**config.mk**
```make
export PLATFORM = sky130hd
export DESIGN_NAME = mbe_shade
export DESIGN_NICKNAME = d
export VERILOG_FILES = /design/src/mbe_pkg.sv /design/src/mbe_shade.sv
export SDC_FILE = /design/constraint.sdc
export NUM_CORES = 1
export LEC_CHECK = 0
export BUFFER_PORTS_ARGS = -buffer_cell sky130_fd_sc_hd__buf_2
export CORE_MARGIN = 1
export CORE_UTILIZATION = 60
export DETAILED_ROUTE_END_ITERATION = 10
export PLACE_DENSITY = 0.82
export SLEW_MARGIN = 5
export SYNTH_ARGS = -nofsm -noshare
export SYNTH_HDL_FRONTEND = slang
export SYNTH_SLANG_ARGS = --single-unit
```
**constraint.sdc**
```tcl
create_clock -name clk -period 0.8 [get_ports clk]
set_clock_uncertainty 0.1 [all_clocks]
set_input_delay 0.08 -clock clk [delete_from_list [all_inputs] [get_ports clk]]
set_output_delay 0.08 -clock clk [all_outputs]
set_load 0.03 [all_outputs]
```
**src/mbe_pkg.sv**
```systemverilog
package mbe_pkg;

    // fixed point format
    localparam int FRAC_BITS = 14;

    // width of c = scaling * coord + offset (19 bit product plus 16 bit signed offset)
    localparam int C_W = 21;
    // width of z; a point that has not escaped stays well inside this range
    localparam int Z_W = 24;
    // width of the full square and cross products
    localparam int P_W = 2 * Z_W;

    // escape bound 4 << FRAC_BITS
    localparam logic signed [P_W:0] ESC_BOUND = (P_W + 1)'(64'sd4 <<< FRAC_BITS);

    localparam int CNT_W = 16;
    localparam int LIM_W = 17;
    localparam int SHADE_W = 4;
    localparam logic [SHADE_W-1:0] SHADE_MAX = 4'd15;

    // configuration register map
    localparam int ADDR_W = 5;
    localparam int RIDX_W = 3;
    localparam logic [RIDX_W-1:0] REG_SCALING = 3'd0;
    localparam logic [RIDX_W-1:0] REG_OFFSET_REAL = 3'd1;
    localparam logic [RIDX_W-1:0] REG_OFFSET_IMAG = 3'd2;
    localparam logic [RIDX_W-1:0] REG_MAX_COUNT = 3'd3;
    localparam logic [RIDX_W-1:0] REG_DIVISOR = 3'd4;

    // point c of one pixel, queued between front and back
    typedef struct packed {
        logic signed [C_W-1:0] cr;
        logic signed [C_W-1:0] ci;
    } cpt_t;

    // finished iteration handed to the shade stage
    typedef struct packed {
        logic             valid;
        logic [CNT_W-1:0] count;
    } iter_res_t;

    // view of the configuration used by the front
    typedef struct packed {
        logic [9:0]         scaling;
        logic signed [15:0] offset_real;
        logic signed [15:0] offset_imag;
    } front_cfg_t;

endpackage

```
**src/mbe_shade.sv**
```systemverilog
module mbe_shade
    import mbe_pkg::*;
(
    input  logic               clk,
    input  logic               rst_n,
    input  iter_res_t          res,
    input  logic [15:0]        divisor,
    output logic               done,
    output logic [CNT_W-1:0]   escape_count,
    output logic [SHADE_W-1:0] shade
);

    logic               done_reg;
    logic [CNT_W-1:0]   count_reg;
    logic [SHADE_W-1:0] shade_reg;
    logic [SHADE_W-1:0] shade_next;
    logic [SHADE_W-1:0] log_len;
    logic [SHADE_W-1:0] quo;
    logic [19:0]        rem;
    logic [19:0]        div_ext;
    logic               quo_sat;

    // bit length, saturated once bit 14 or above is set
    always_comb
    begin
        log_len = '0;
        for (int i = 0; i < 14; i++)
        begin
            if (res.count[i])
            begin
                log_len = SHADE_W'(i + 1);
            end
        end
        if (res.count[15:14] != 2'b00)
        begin
            log_len = SHADE_MAX;
        end
    end

    // four-bit restoring division, saturated when the quotient reaches 16
    always_comb
    begin
        div_ext = {4'd0, divisor};
        rem = {4'd0, res.count};
        quo = '0;
        quo_sat = (rem >= (div_ext << 4));
        for (int i = 3; i >= 0; i--)
        begin
            if (rem >= (div_ext << i))
            begin
                rem = rem - (div_ext << i);
                quo[i] = 1'b1;
            end
        end
    end

    always_comb
    begin
        if (divisor == 16'd0)
        begin
            shade_next = log_len;
        end
        else if (quo_sat)
        begin
            shade_next = SHADE_MAX;
        end
        else
        begin
            shade_next = quo;
        end
    end

    always_ff @(posedge clk or negedge rst_n)
    begin
        if (!rst_n)
        begin
            done_reg <= 1'b0;
        end
        else
        begin
            done_reg <= res.valid;
        end
    end

    always_ff @(posedge clk)
    begin
        if (res.valid)
        begin
            count_reg <= res.count;
            shade_reg <= shade_next;
        end
    end

    assign done = done_reg;
    assign escape_count = count_reg;
    assign shade = shade_reg;

endmodule

```
==> impl_results.rst, run 1 <==
.. list-table::
   :header-rows: 1

   * - Metric
     - Value
   * - Post-synthesis sequential element count
     - 21
   * - Last stage reached
     - clock tree synthesis (4_1_cts)
   * - Yosys synthesis warning count
     - 0
   * - Die Y-Extent
     - approximately 87 um
   * - Post-synth top area share
     - 0.211
   * - Width of the die
     - a little under 90 um
   * - Top area cells in the synthesized netlist
     - ha_1 (21%), edfxtp_1 (14%), a21oi_1 (5.8%), xnor2_1 (4.8%), o21ai_0 (4.7%)
   * - Fraction of registers with async set/reset
     - 0.0476
   * - Most frequent cell after synthesis
     - ha_1
   * - Post-Syn Area per Cell
     - 8.18 um2
   * - Final HPWL from detailed placement
     - around 16000 um
   * - Starting density of the core
     - 0.631
   * - Adder and majority cell fraction of the synthesized area
     - 0.224
   * - Synth Area in XOR/XNOR
     - 0.0606
   * - Fraction of the yosys area taken by sequential cells
     - 0.144
   * - Gates resized, CTS repair
     - roughly 110
   * - Run-stopping error
     - [ERROR DPL-0038] Utilization greater than 100%, impossible to legalize
   * - Number of levels the H-tree was split into
     - 1
   * - Hold buffers post-CTS
     - 1
   * - Synthesized-area fraction occupied by and/or/nand/nor cells
     - 0.196
   * - Max Root-Sink Buffers
     - 2
   * - Syn Std Cell Area
     - between 4000 and 5000 um2
   * - Number of ports placed on the die boundary
     - 56
   * - Root buffer selected by CTS
     - clkbuf_8
   * - Routability congestion estimate from global placement
     - 1.01
   * - Number of enable-type register cells in the synthesized netlist
     - 20
   * - Mapped Nets
     - approximately 640
   * - Run status
     - stopped before the end
   * - Post-Synthesis Cells
     - 530
   * - Number of library cell types mapped by synthesis
     - between 60 and 70
   * - Cell Rows
     - 30
   * - Port-buffer cells
     - 55
   * - Post-synthesis mux area share
     - 0.0687
   * - Combinational family with the most area after synthesis
     - compound AO/OA/AOI/OAI gates
   * - Most instantiated cells after synthesis
     - ha_1 (73), a21oi_1 (50), o21ai_0 (41)
   * - Inserted Clock Buffers
     - 3
   * - Predominant post-synthesis flop cell
     - edfxtp_1
   * - Synth Area in Compound Gates
     - 0.261
   * - Clock sinks
     - 21
   * - Post-synth top area cell
     - ha_1
   * - Buffers inserted during post-CTS setup optimization
     - 22
## cells by family after synthesis
family,count (synthesis)
XOR/XNOR,30
AND/OR/NAND/NOR,160
multiplexers,25
AO/OA/AOI/OAI,173
adder cells (fa/ha/maj),76
buffers and inverters,45
flip-flops,21
## through the flow
step | TNS, ps | instances | area, um2 | worst slack, ps | util
after floorplan | -15820 | 530 | 4600 | -6600 | -
after global placement | -17650 | 861 | 6310 | -7030 | 0.919
after detailed placement | -18770 | 861 | 6310 | -7470 | 0.919
==> run 2, diff against run 1 <==
--- a/config.mk
+++ b/config.mk
@@ -7,9 +7,9 @@
 export LEC_CHECK = 0
 export BUFFER_PORTS_ARGS = -buffer_cell sky130_fd_sc_hd__buf_2
 export CORE_MARGIN = 1
-export CORE_UTILIZATION = 60
+export CORE_UTILIZATION = 40
 export DETAILED_ROUTE_END_ITERATION = 10
-export PLACE_DENSITY = 0.82
+export PLACE_DENSITY_LB_ADDON = 0.15
 export SLEW_MARGIN = 5
 export SYNTH_ARGS = -nofsm -noshare
 export SYNTH_HDL_FRONTEND = slang
==> impl_results.rst, run 2 <==
.. list-table::
   :header-rows: 1

   * - Metric
     - Value
   * - Run status
     - finished, violations left
   * - Violated checks
     - negative hold slack, negative setup slack
   * - Number of enable-type register cells in the synthesized netlist
     - 20
   * - Layout cell share with drive strength beyond 1
     - 0.467
   * - Top area cells in the synthesized netlist
     - ha_1 (21%), edfxtp_1 (14%), a21oi_1 (5.8%), xnor2_1 (4.8%), o21ai_0 (4.7%)
   * - Cell type of the slowest stage on the worst timing path
     - mux2_2
   * - Final Setup Violations
     - 25
   * - Port-buffer cells
     - 55
   * - Reg power frac
     - 0.146
   * - Routed metal-1 wire length
     - around 7000 um
   * - Minimum clock period
     - 7610 ps
   * - Fraction of the yosys area taken by sequential cells
     - 0.144
   * - Cell Rows
     - 37
   * - Antenna-violating nets left
     - 0
   * - Diode insertion count for antenna repair
     - 0
   * - Final Hold Viols
     - 1
   * - Clock sinks
     - 21
   * - TritonCTS clock tree
     - done
   * - Most common cell after layout, fill and taps aside
     - buf_4
   * - Routability congestion estimate from global placement
     - around 1.0
   * - Starting density of the core
     - 0.416
   * - Maximum net fanout on the critical path
     - 5
   * - WP data required
     - a little over 700 ps
   * - Max-Slew Margin vs Limit
     - 0.684
   * - Final max-slew violation count
     - 0
   * - Vias in the first global route
     - 5427
   * - Met2 WL post-DR
     - 8090 um
   * - Part of the total power dissipated in the clock network
     - 0.082
   * - Min-delay worst type
     - in -> async
   * - Pin count of the biggest net entering global routing
     - 18
   * - Max Root-Sink Buffers
     - 2
   * - Iteration-0 DRC Markers
     - about 360
   * - Most frequent cell after synthesis
     - ha_1
   * - Routed length per instance
     - 17.5 um
   * - Yosys synthesis warning count
     - 0
   * - PwrDens
     - 1340 nW/um2
   * - WS Path Type
     - in -> reg
   * - Width of the die
     - between 100 and 150 um
   * - Fraction of registers with async set/reset
     - 0.0476
   * - Number of levels the H-tree was split into
     - 1
   * - Number of filler cells placed in the layout
     - between 800 and 900
   * - Total overflow reported by the global router
     - 0
   * - Inserted Clock Buffers
     - 3
   * - Slowest Stage Delay on Critical Path
     - slightly above 400 ps
   * - Full die area
     - between 10000 and 15000 um2
   * - Number of antenna violations at the first check in global routing
     - 0
   * - Max-cap violation count
     - 0
   * - Sw Share
     - 0.415
   * - Highest attainable clock frequency
     - ~130 MHz
   * - Part of the power in combinational logic
     - 0.771
   * - Floorplan core area
     - about 10000 um2
   * - Setup crit end kind
     - flop
   * - Leakage power summed over all cells
     - between 3 and 4 nW
   * - P_sw
     - between 3 and 4 mW
   * - Predominant post-synthesis flop cell
     - edfxtp_1
   * - Clock-pin slew reported for the worst setup and hold paths after clock tree synthesis
     - 90 ps
   * - Post-synthesis sequential element count
     - 21
   * - Mapped Nets
     - 641
   * - Worst-Margin Slew
     - 470 ps
   * - Number of ports placed on the die boundary
     - 56
   * - Highest-count cells in the layout ignoring fill and taps
     - buf_4 (204), ha_1 (52), a21oi_1 (42)
   * - Number of flip-flops in the largest register
     - 16
   * - Met3 Routed Length
     - between 700 and 800 um
   * - Routed WL
     - around 16000 um
   * - Die Y-Extent
     - about 110 um
   * - Syn Std Cell Area
     - 4340 um2
   * - Detailed-route vias per instance
     - 5.59
   * - Post-synth top area share
     - 0.211
   * - Post-synth top area cell
     - ha_1
   * - Iteration count of the initial detailed-routing pass
     - 5
   * - Unrepaired setup endpoints after global routing
     - yes
   * - Post-Syn Area per Cell
     - between 8 and 9 um2
   * - Number of library cell types mapped by synthesis
     - between 60 and 70
   * - Number of buffer and inverter instances along the worst setup path
     - 2
   * - Detailed-route DRC error count
     - 0
   * - Via count
     - around 5200
   * - Worst slack, placed
     - -7200 ps
   * - Root buffer selected by CTS
     - clkbuf_8
   * - Final HPWL from detailed placement
     - between 10000 and 15000 um
   * - Sum of negative setup slack
     - -20620 ps
   * - Category of cells accounting for the largest share of critical-path delay
     - compound AO/OA/AOI/OAI gates
   * - Startpoint types
     - primary input
   * - VDD IR-drop max
     - 0.000734 V
   * - Signal arrival time at the worst endpoint
     - ~7500 ps
   * - Topmost layer with routed signal wires
     - met4
   * - Overall routing resource usage
     - 0.293
   * - Post-route setup slack
     - -6810 ps
   * - Worst Hold Margin
     - -0.0696 ps
   * - Internal Dissipation
     - 5.56 mW
   * - First-pass GRT wire length
     - about 26000 um
   * - Post-Synthesis Cells
     - 530
   * - Area growth from synthesis to final layout
     - 63.9%
   * - # nets final
     - slightly above 900
   * - Most instantiated cells after synthesis
     - ha_1 (73), a21oi_1 (50), o21ai_0 (41)
   * - Fin crit share
     - 9.51
run 2: layout make-up:
class | instances | area (um2) | area share
Timing Repair Buffer | 272 | 2120 | 0.299
Multi-Input combinational cell | 467 | 3990 | 0.561
Tap cell | 136 | 170 | 0.0239
Sequential cell | 21 | 626 | 0.0880
Inverter | 35 | 153 | 0.0215
Clock inverter | 1 | 7.51 | 0.00106
Clock buffer | 3 | 41.3 | 0.00581
run 2: power by group through the flow:
| stage | Clock, mW | Sequential, mW | Combinational, mW |
|---|---|---|---|
| 6_report | 0.783 | 1.39 | 7.33 |
| 5_1_grt | 0.831 | 1.40 | 7.96 |
| 4_1_cts | 0.803 | 1.39 | 7.08 |
| 3_5_place_dp | 0 | 1.39 | 6.39 |
| 3_3_place_gp | 0 | 1.39 | 6.25 |
| 2_1_floorplan | 0 | 1.61 | 3.73 |
run 2: timing repair:
item	in CTS	in global routing
hold buffers	1	0
cloned	2	1
buffers inserted	12	6
endpoints found under the hold margin	1	0
pin swaps	14	8
endpoints found under the setup margin	25	25
gates resized for setup	100	12
run 2: logic make-up after synthesis:
kind of cell	synth area share
and+or+nand+nor	0.196
AOI/OAI and AO/OA	0.261
xor gates and xnor gates	0.0606
muxes	0.0687
adders and majority gates	0.224
buffers and inverters	0.0450
DFF	0.144
run 2: worst paths after layout:
check / start / cells past startpoint / to
max in group asynchronous: rst_n / 2 / done
min in group clk: res[0] / 2 / escape_count[0]
hold / removal: rst_n / 2 / done
setup / recovery: divisor[7] / 36 / shade[0]
run 2: through the flow:
stage | utilization | hold WS [ps] | cells | instance area (um2) | total power [mW]
6_report | 0.683 | -0.0696 | 935 | 7110 | 9.51
5_1_grt | 0.683 | 12.7 | 935 | 7110 | 10.2
4_1_cts | 0.673 | -4.26 | 928 | 7010 | 9.28
3_5_place_dp | 0.617 | -240 | 910 | 6430 | 7.78
3_3_place_gp | 0.617 | -245 | 910 | 6430 | 7.64
2_1_floorplan | - | -316 | 530 | 4600 | 5.34
run 2: per-layer routing:
layer	global-route usage	vias to the layer above
met5	0	-
met4	0.116	0
met3	0.0110	42
met2	0.531	172
met1	0.364	2453
li1	-	2560
Power figures use the tool's default switching activity.
==> run 3, diff against run 2 <==
--- a/config.mk
+++ b/config.mk
@@ -9,7 +9,8 @@
 export CORE_MARGIN = 1
 export CORE_UTILIZATION = 40
 export DETAILED_ROUTE_END_ITERATION = 10
-export PLACE_DENSITY_LB_ADDON = 0.15
+export PLACE_DENSITY = 0.7
+export SETUP_SLACK_MARGIN = 0.3
 export SLEW_MARGIN = 5
 export SYNTH_ARGS = -nofsm -noshare
 export SYNTH_HDL_FRONTEND = slang
==> constraint.sdc (replaced) <==
create_clock -name clk -period 9.5 [get_ports clk]
set_clock_uncertainty 0.1 [all_clocks]
set_input_delay 0.95 -clock clk [delete_from_list [all_inputs] [get_ports clk]]
set_output_delay 0.95 -clock clk [all_outputs]
set_load 0.03 [all_outputs]
==> impl_results.rst, run 3 (same netlist as run 2, synthesis figures left out) <==
.. list-table::
   :header-rows: 1

   * - Metric
     - Value
   * - Run status
     - finished clean
   * - Number of filler cells placed in the layout
     - ~1000
   * - Antenna-violating nets left
     - 0
   * - Number of flip-flops in the largest register
     - 16
   * - Cell type of the slowest stage on the worst timing path
     - or3_4
   * - Clock sinks
     - 21
   * - Part of the power in combinational logic
     - 0.713
   * - WP data required
     - ~9400 ps
   * - Full die area
     - 11300 um2
   * - Sum of negative setup slack
     - 0 ps
   * - Most common cell after layout, fill and taps aside
     - ha_1
   * - Signal arrival time at the worst endpoint
     - roughly 8700 ps
   * - Internal Dissipation
     - 344 uW
   * - Number of antenna violations at the first check in global routing
     - 0
   * - Slowest Stage Delay on Critical Path
     - about 410 ps
   * - Vias in the first global route
     - around 4400
   * - Sequential cell area
     - 626 um2
   * - Area growth from synthesis to final layout
     - 19.3%
   * - Inserted Clock Buffers
     - 3
   * - Pin count of the biggest net entering global routing
     - 22
   * - Number of levels the H-tree was split into
     - 1
   * - Detailed-route DRC error count
     - 0
   * - Max-Slew Margin vs Limit
     - 0.370
   * - Fin crit share
     - 0.921
   * - Leakage power summed over all cells
     - roughly 2.3 nW
   * - PwrDens
     - around 120 nW/um2
   * - Routed length per instance
     - approximately 18 um
   * - P_sw
     - approximately 290 uW
   * - Min-delay worst type
     - in -> async
   * - Total power of the final layout
     - roughly 630 uW
   * - Diode insertion count for antenna repair
     - 0
   * - Cell repeated most along the worst path
     - ha_1
   * - Max-cap violation count
     - 0
   * - Floorplan core area
     - ~10000 um2
   * - Part of the total power dissipated in the clock network
     - 0.105
   * - Overall routing resource usage
     - 0.248
   * - Highest attainable clock frequency
     - around 110 MHz
   * - Max Root-Sink Buffers
     - 2
   * - # nets final
     - around 730
   * - Maximum net fanout on the critical path
     - 8
   * - Total overflow reported by the global router
     - 0
   * - Detailed-route vias per instance
     - slightly below 6
   * - Highest-count cells in the layout ignoring fill and taps
     - ha_1 (70), buf_2 (55), a21oi_1 (47)
   * - Iteration-0 DRC Markers
     - around 320
   * - VDD IR-drop max
     - between 0.00005 and 0.00006 V
   * - Sw Share
     - 0.454
   * - Cell Rows
     - 37
   * - Final HPWL from detailed placement
     - between 10000 and 15000 um
   * - Multi-input logic area
     - 3590 um2
   * - Routability congestion estimate from global placement
     - ~0.93
   * - First-pass GRT wire length
     - 21900 um
   * - Width of the die
     - roughly 110 um
   * - Unrepaired setup endpoints after global routing
     - no
   * - Number of ports placed on the die boundary
     - 56
   * - Iteration count of the initial detailed-routing pass
     - 5
   * - WS Path Type
     - in -> reg
   * - Number of cells in the design after placement
     - 748
   * - Layout Cells excl Fill
     - between 700 and 800
   * - Root buffer selected by CTS
     - clkbuf_8
   * - Layout cell share with drive strength beyond 1
     - 0.246
   * - Starting density of the core
     - 0.416
   * - Port-buffer cells
     - 55
   * - Final max-slew violation count
     - 0
   * - Via count
     - 4482
   * - Hold buffers post-CTS
     - 0
   * - Routed WL
     - approximately 14000 um
   * - Final Hold Viols
     - 0
   * - Clock-pin slew reported for the worst setup and hold paths after clock tree synthesis
     - approximately 100 ps
   * - Reg power frac
     - 0.182
   * - Die Y-Extent
     - between 100 and 150 um
   * - Final Setup Violations
     - 0
   * - Setup crit end kind
     - flop
   * - Worst-Margin Slew
     - about 930 ps
   * - Minimum clock period
     - about 8800 ps
   * - TritonCTS clock tree
     - done
   * - Startpoint types
     - primary input
[run 3: cell count changes in the layout (fill, tap and decap cells not counted), sizes merged]
cell | previous run | this run
a31o | 4 | 3
buf | 271 | 97
clkbuf | 3 | 4
dlygate4sd3 | 1 | 0
o211ai | 6 | 5
or3 | 10 | 9
[run 3: final timing paths]
| path | end | slack, ps | start |
|---|---|---|---|
| worst max-delay path | shade[0] | 750 | divisor[1] |
| worst min-delay path | done | 330 | rst_n |
| max in group asynchronous | done | 8880 | rst_n |
| min in group clk | escape_count[0] | 800 | res[0] |
[run 3: final cells by class]
cell class              instances  area share
multi-input cells             464       0.694
inverters                      35      0.0261
clock inverters                 1     0.00145
clock buffers                   3     0.00798
well taps                     136      0.0329
repair buffers                 98       0.117
flip-flops and latches         21       0.121
[run 3: metrics by stage]
step | setup slack, ps | hold WS, ps | cell area (um2) | utilization
2_1_floorplan | 388 | 554 | 4340 | -
3_3_place_gp | 269 | 625 | 5000 | 0.480
3_5_place_dp | 69.5 | 628 | 5000 | 0.480
4_1_cts | 339 | 328 | 5040 | 0.484
5_1_grt | 301 | 322 | 5170 | 0.497
6_report | 748 | 333 | 5170 | 0.497
[run 3: what timing repair did]
| item | in CTS | in global routing |
|---|---|---|
| setup endpoints to repair | 0 | 1 |
| resized for setup | 0 | 26 |
| setup buffers | 0 | 5 |
| hold endpoints to repair | 0 | 0 |
[run 3: routing by layer]
| layer | share of wire | vias to the layer above | GRT usage |
|---|---|---|---|
| li1 | - | 2207 | - |
| met1 | 0.44 | 2080 | 0.305 |
| met2 | 0.48 | 156 | 0.438 |
| met3 | 0.050 | 39 | 0.0276 |
| met4 | 0.033 | 0 | 0.0962 |
| met5 | 0 | - | 0 |
[run 3: critical path, delay by kind of cell]
kind | cells | cell delay (ps)
and+or+nand+nor | 7 | 1360
adders and majority gates | 4 | 1240
buffers and inverters | 5 | 840
muxes | 2 | 580
xor gates and xnor gates | 1 | 70
AOI/OAI and AO/OA | 18 | 3600
[run 3: power groups by stage]
stage,Sequential [mW],Combinational [mW],Clock (mW)
detailed placement,0.117,0.427,0
finish,0.115,0.449,0.0660
CTS,0.115,0.429,0.0680
floorplan,0.136,0.295,0
global placement,0.117,0.421,0
global route,0.115,0.497,0.0696
==> run 4, diff against run 3 <==
--- a/config.mk
+++ b/config.mk
@@ -5,6 +5,7 @@
 export SDC_FILE = /design/constraint.sdc
 export NUM_CORES = 1
 export LEC_CHECK = 0
+export ABC_AREA = 1
 export BUFFER_PORTS_ARGS = -buffer_cell sky130_fd_sc_hd__buf_2
 export CORE_MARGIN = 1
 export CORE_UTILIZATION = 40
==> impl_results.rst, run 4 <==
.. list-table::
   :header-rows: 1

   * - Metric
     - Value
   * - Run status
     - finished clean
   * - Post-synth top area cell
     - ha_1
   * - Min-delay worst type
     - in -> async
   * - Number of enable-type register cells in the synthesized netlist
     - 20
   * - Internal Dissipation
     - roughly 300 uW
   * - Unrepaired setup endpoints after global routing
     - no
   * - Die Y-Extent
     - 108 um
   * - Number of library cell types mapped by synthesis
     - 46
   * - Number of levels the H-tree was split into
     - 1
   * - Leakage power summed over all cells
     - approximately 2.6 nW
   * - Part of the total power dissipated in the clock network
     - 0.105
   * - Highest attainable clock frequency
     - approximately 120 MHz
   * - Inserted Clock Buffers
     - 3
   * - Final max-slew violation count
     - 0
   * - Fraction of the yosys area taken by sequential cells
     - 0.140
   * - Final Hold Viols
     - 0
   * - Number of ports placed on the die boundary
     - between 50 and 60
   * - Most instantiated cells after synthesis
     - nand2_1 (179), inv_1 (92), ha_1 (73)
   * - Cell repeated most along the worst path
     - nand2_1
   * - Clock-pin slew reported for the worst setup and hold paths after clock tree synthesis
     - 90 ps
   * - Slowest Stage Delay on Critical Path
     - 460 ps
   * - Post-route setup slack
     - 1170 ps
   * - Number of antenna violations at the first check in global routing
     - 0
   * - Pin count of the biggest net entering global routing
     - 23
   * - Sw Share
     - 0.501
   * - Max-cap violation count
     - 0
   * - Number of flip-flops in the largest register
     - 16
   * - Antenna-violating nets left
     - 0
   * - Reg power frac
     - 0.186
   * - Predominant post-synthesis flop cell
     - edfxtp_1
   * - Part of the power in combinational logic
     - 0.709
   * - Vias in the first global route
     - between 4000 and 5000
   * - Cell Rows
     - 38
   * - Layout cell share with drive strength beyond 1
     - 0.138
   * - Highest-count cells in the layout ignoring fill and taps
     - nand2_1 (179), inv_1 (91), ha_1 (73)
   * - WS Path Type
     - in -> reg
   * - First-pass GRT wire length
     - just over 20000 um
   * - Post-synthesis sequential element count
     - 21
   * - Most common cell after layout, fill and taps aside
     - nand2_1
   * - Fin crit share
     - 0.877
   * - Floorplan core area
     - between 10000 and 15000 um2
   * - Detailed-route vias per instance
     - ~5.2
   * - Width of the die
     - around 110 um
   * - Starting density of the core
     - 0.411
   * - Final Setup Violations
     - 0
   * - Minimum clock period
     - between 8000 and 9000 ps
   * - # nets final
     - between 800 and 900
   * - Signal arrival time at the worst endpoint
     - 8260 ps
   * - Worst setup path startpoint
     - divisor[1]
   * - Cell type of the slowest stage on the worst timing path
     - fa_1
   * - Clock sinks
     - 21
   * - Most frequent cell after synthesis
     - nand2_1
   * - Post-Syn Area per Cell
     - ~6.6 um2
   * - Sum of negative setup slack
     - 0 ps
   * - Post-Synthesis Cells
     - a little under 700
   * - PwrDens
     - 123 nW/um2
   * - Yosys synthesis warning count
     - 0
   * - Root buffer selected by CTS
     - clkbuf_8
   * - Final HPWL from detailed placement
     - 10600 um
   * - Worst slack, placed
     - between 600 and 700 ps
   * - Max Root-Sink Buffers
     - 2
   * - TritonCTS clock tree
     - done
   * - Top area cells in the synthesized netlist
     - ha_1 (20%), nand2_1 (15%), edfxtp_1 (13%), inv_1 (7.7%), a21oi_1 (5.3%)
   * - Startpoint types
     - primary input
   * - Routability congestion estimate from global placement
     - 0.960
   * - Area growth from synthesis to final layout
     - 11.8%
   * - Fraction of registers with async set/reset
     - 0.0476
   * - Iteration-0 DRC Markers
     - 309
   * - Setup crit end kind
     - flop
   * - Iteration count of the initial detailed-routing pass
     - 5
   * - Port-buffer cells
     - 55
   * - Post-synth top area share
     - 0.205
   * - P_sw
     - 307 uW
   * - Mapped Nets
     - approximately 780
   * - Total overflow reported by the global router
     - 0
   * - Syn Std Cell Area
     - between 4000 and 5000 um2
   * - Diode insertion count for antenna repair
     - 0
   * - Routed WL
     - between 10000 and 15000 um
   * - Max-Slew Margin vs Limit
     - 0.642
   * - Via count
     - roughly 4600
   * - Worst-Margin Slew
     - between 500 and 600 ps
   * - WP data required
     - 9430 ps
   * - Routed length per instance
     - between 10 and 15 um
   * - Full die area
     - between 10000 and 15000 um2
   * - VDD IR-drop max
     - between 0.00005 and 0.00006 V
   * - Detailed-route DRC error count
     - 0
   * - Overall routing resource usage
     - 0.222
   * - Maximum net fanout on the critical path
     - 17
[run 4: final cells by class]
class | count | area, um2
fill | 1113 | 5860
timing repair inverter | 1 | 5.00
sequential | 21 | 626
clock inverter | 1 | 7.51
multi-input combinational | 546 | 3410
timing repair buffer | 64 | 343
inverter | 97 | 373
tap | 140 | 175
clock buffer | 3 | 41.3
[run 4: cells by family (layout without fill, tap and decap cells)]
logic type / after synthesis / after routing / share of synthesized area
AOI/OAI and AO/OA: 135 / 135 / 0.168
xor gates and xnor gates: 36 / 36 / 0.0707
adders and majority gates: 76 / 76 / 0.218
buffers and inverters: 106 / 166 / 0.0960
and+or+nand+nor: 299 / 299 / 0.306
DFF: 21 / 21 / 0.140
[run 4: power groups by stage]
| stage | clock [mW] | sequential (mW) | combinational, mW |
|---|---|---|---|
| 6_report | 0.0641 | 0.114 | 0.434 |
| 5_1_grt | 0.0679 | 0.115 | 0.493 |
| 4_1_cts | 0.0659 | 0.114 | 0.425 |
| 3_5_place_dp | 0 | 0.116 | 0.422 |
| 3_3_place_gp | 0 | 0.116 | 0.423 |
| 2_1_floorplan | 0 | 0.135 | 0.314 |
[run 4: routing by layer]
layer / up-vias / global-route usage / wire length [um]
li1: 2385 / - / -
met1: 1999 / 0.294 / 5810
met2: 174 / 0.378 / 5550
met3: 24 / 0.0200 / 820
met4: 0 / 0.0714 / 406
met5: - / 0 / 0
[run 4: how the worst max path moves through the flow]
stage               endpoint  slack, ps
floorplan           shade[0]       1880
global placement    shade[0]        810
detailed placement  shade[0]        690
CTS                 shade[0]        960
global route        shade[0]        350
finish              shade[0]       1170
[run 4: per-stage QoR]
step | cells | area [um2] | power [mW] | utilization | hold WS, ps
floorplan | 673 | 4460 | 0.448 | - | 554
global placement | 864 | 4880 | 0.539 | 0.450 | 627
detailed placement | 864 | 4880 | 0.538 | 0.450 | 629
CTS | 868 | 4930 | 0.605 | 0.455 | 330
global route | 873 | 4980 | 0.676 | 0.460 | 324
finish | 873 | 4980 | 0.612 | 0.460 | 335
[run 4: critical path: cells and delay by family]
family | cells | cell delay [ps]
adder cells (fa/ha/maj) | 4 | 1420
AO/OA/AOI/OAI | 12 | 2030
AND/OR/NAND/NOR | 28 | 2970
buffers and inverters | 6 | 880
[run 4: repair_timing]
item / CTS / global route
buffers inserted: 0 / 4
hold endpoints to repair: 0 / 0
setup endpoints to repair: 0 / 1
hold buffers: 0 / 0
resized for setup: 0 / 6
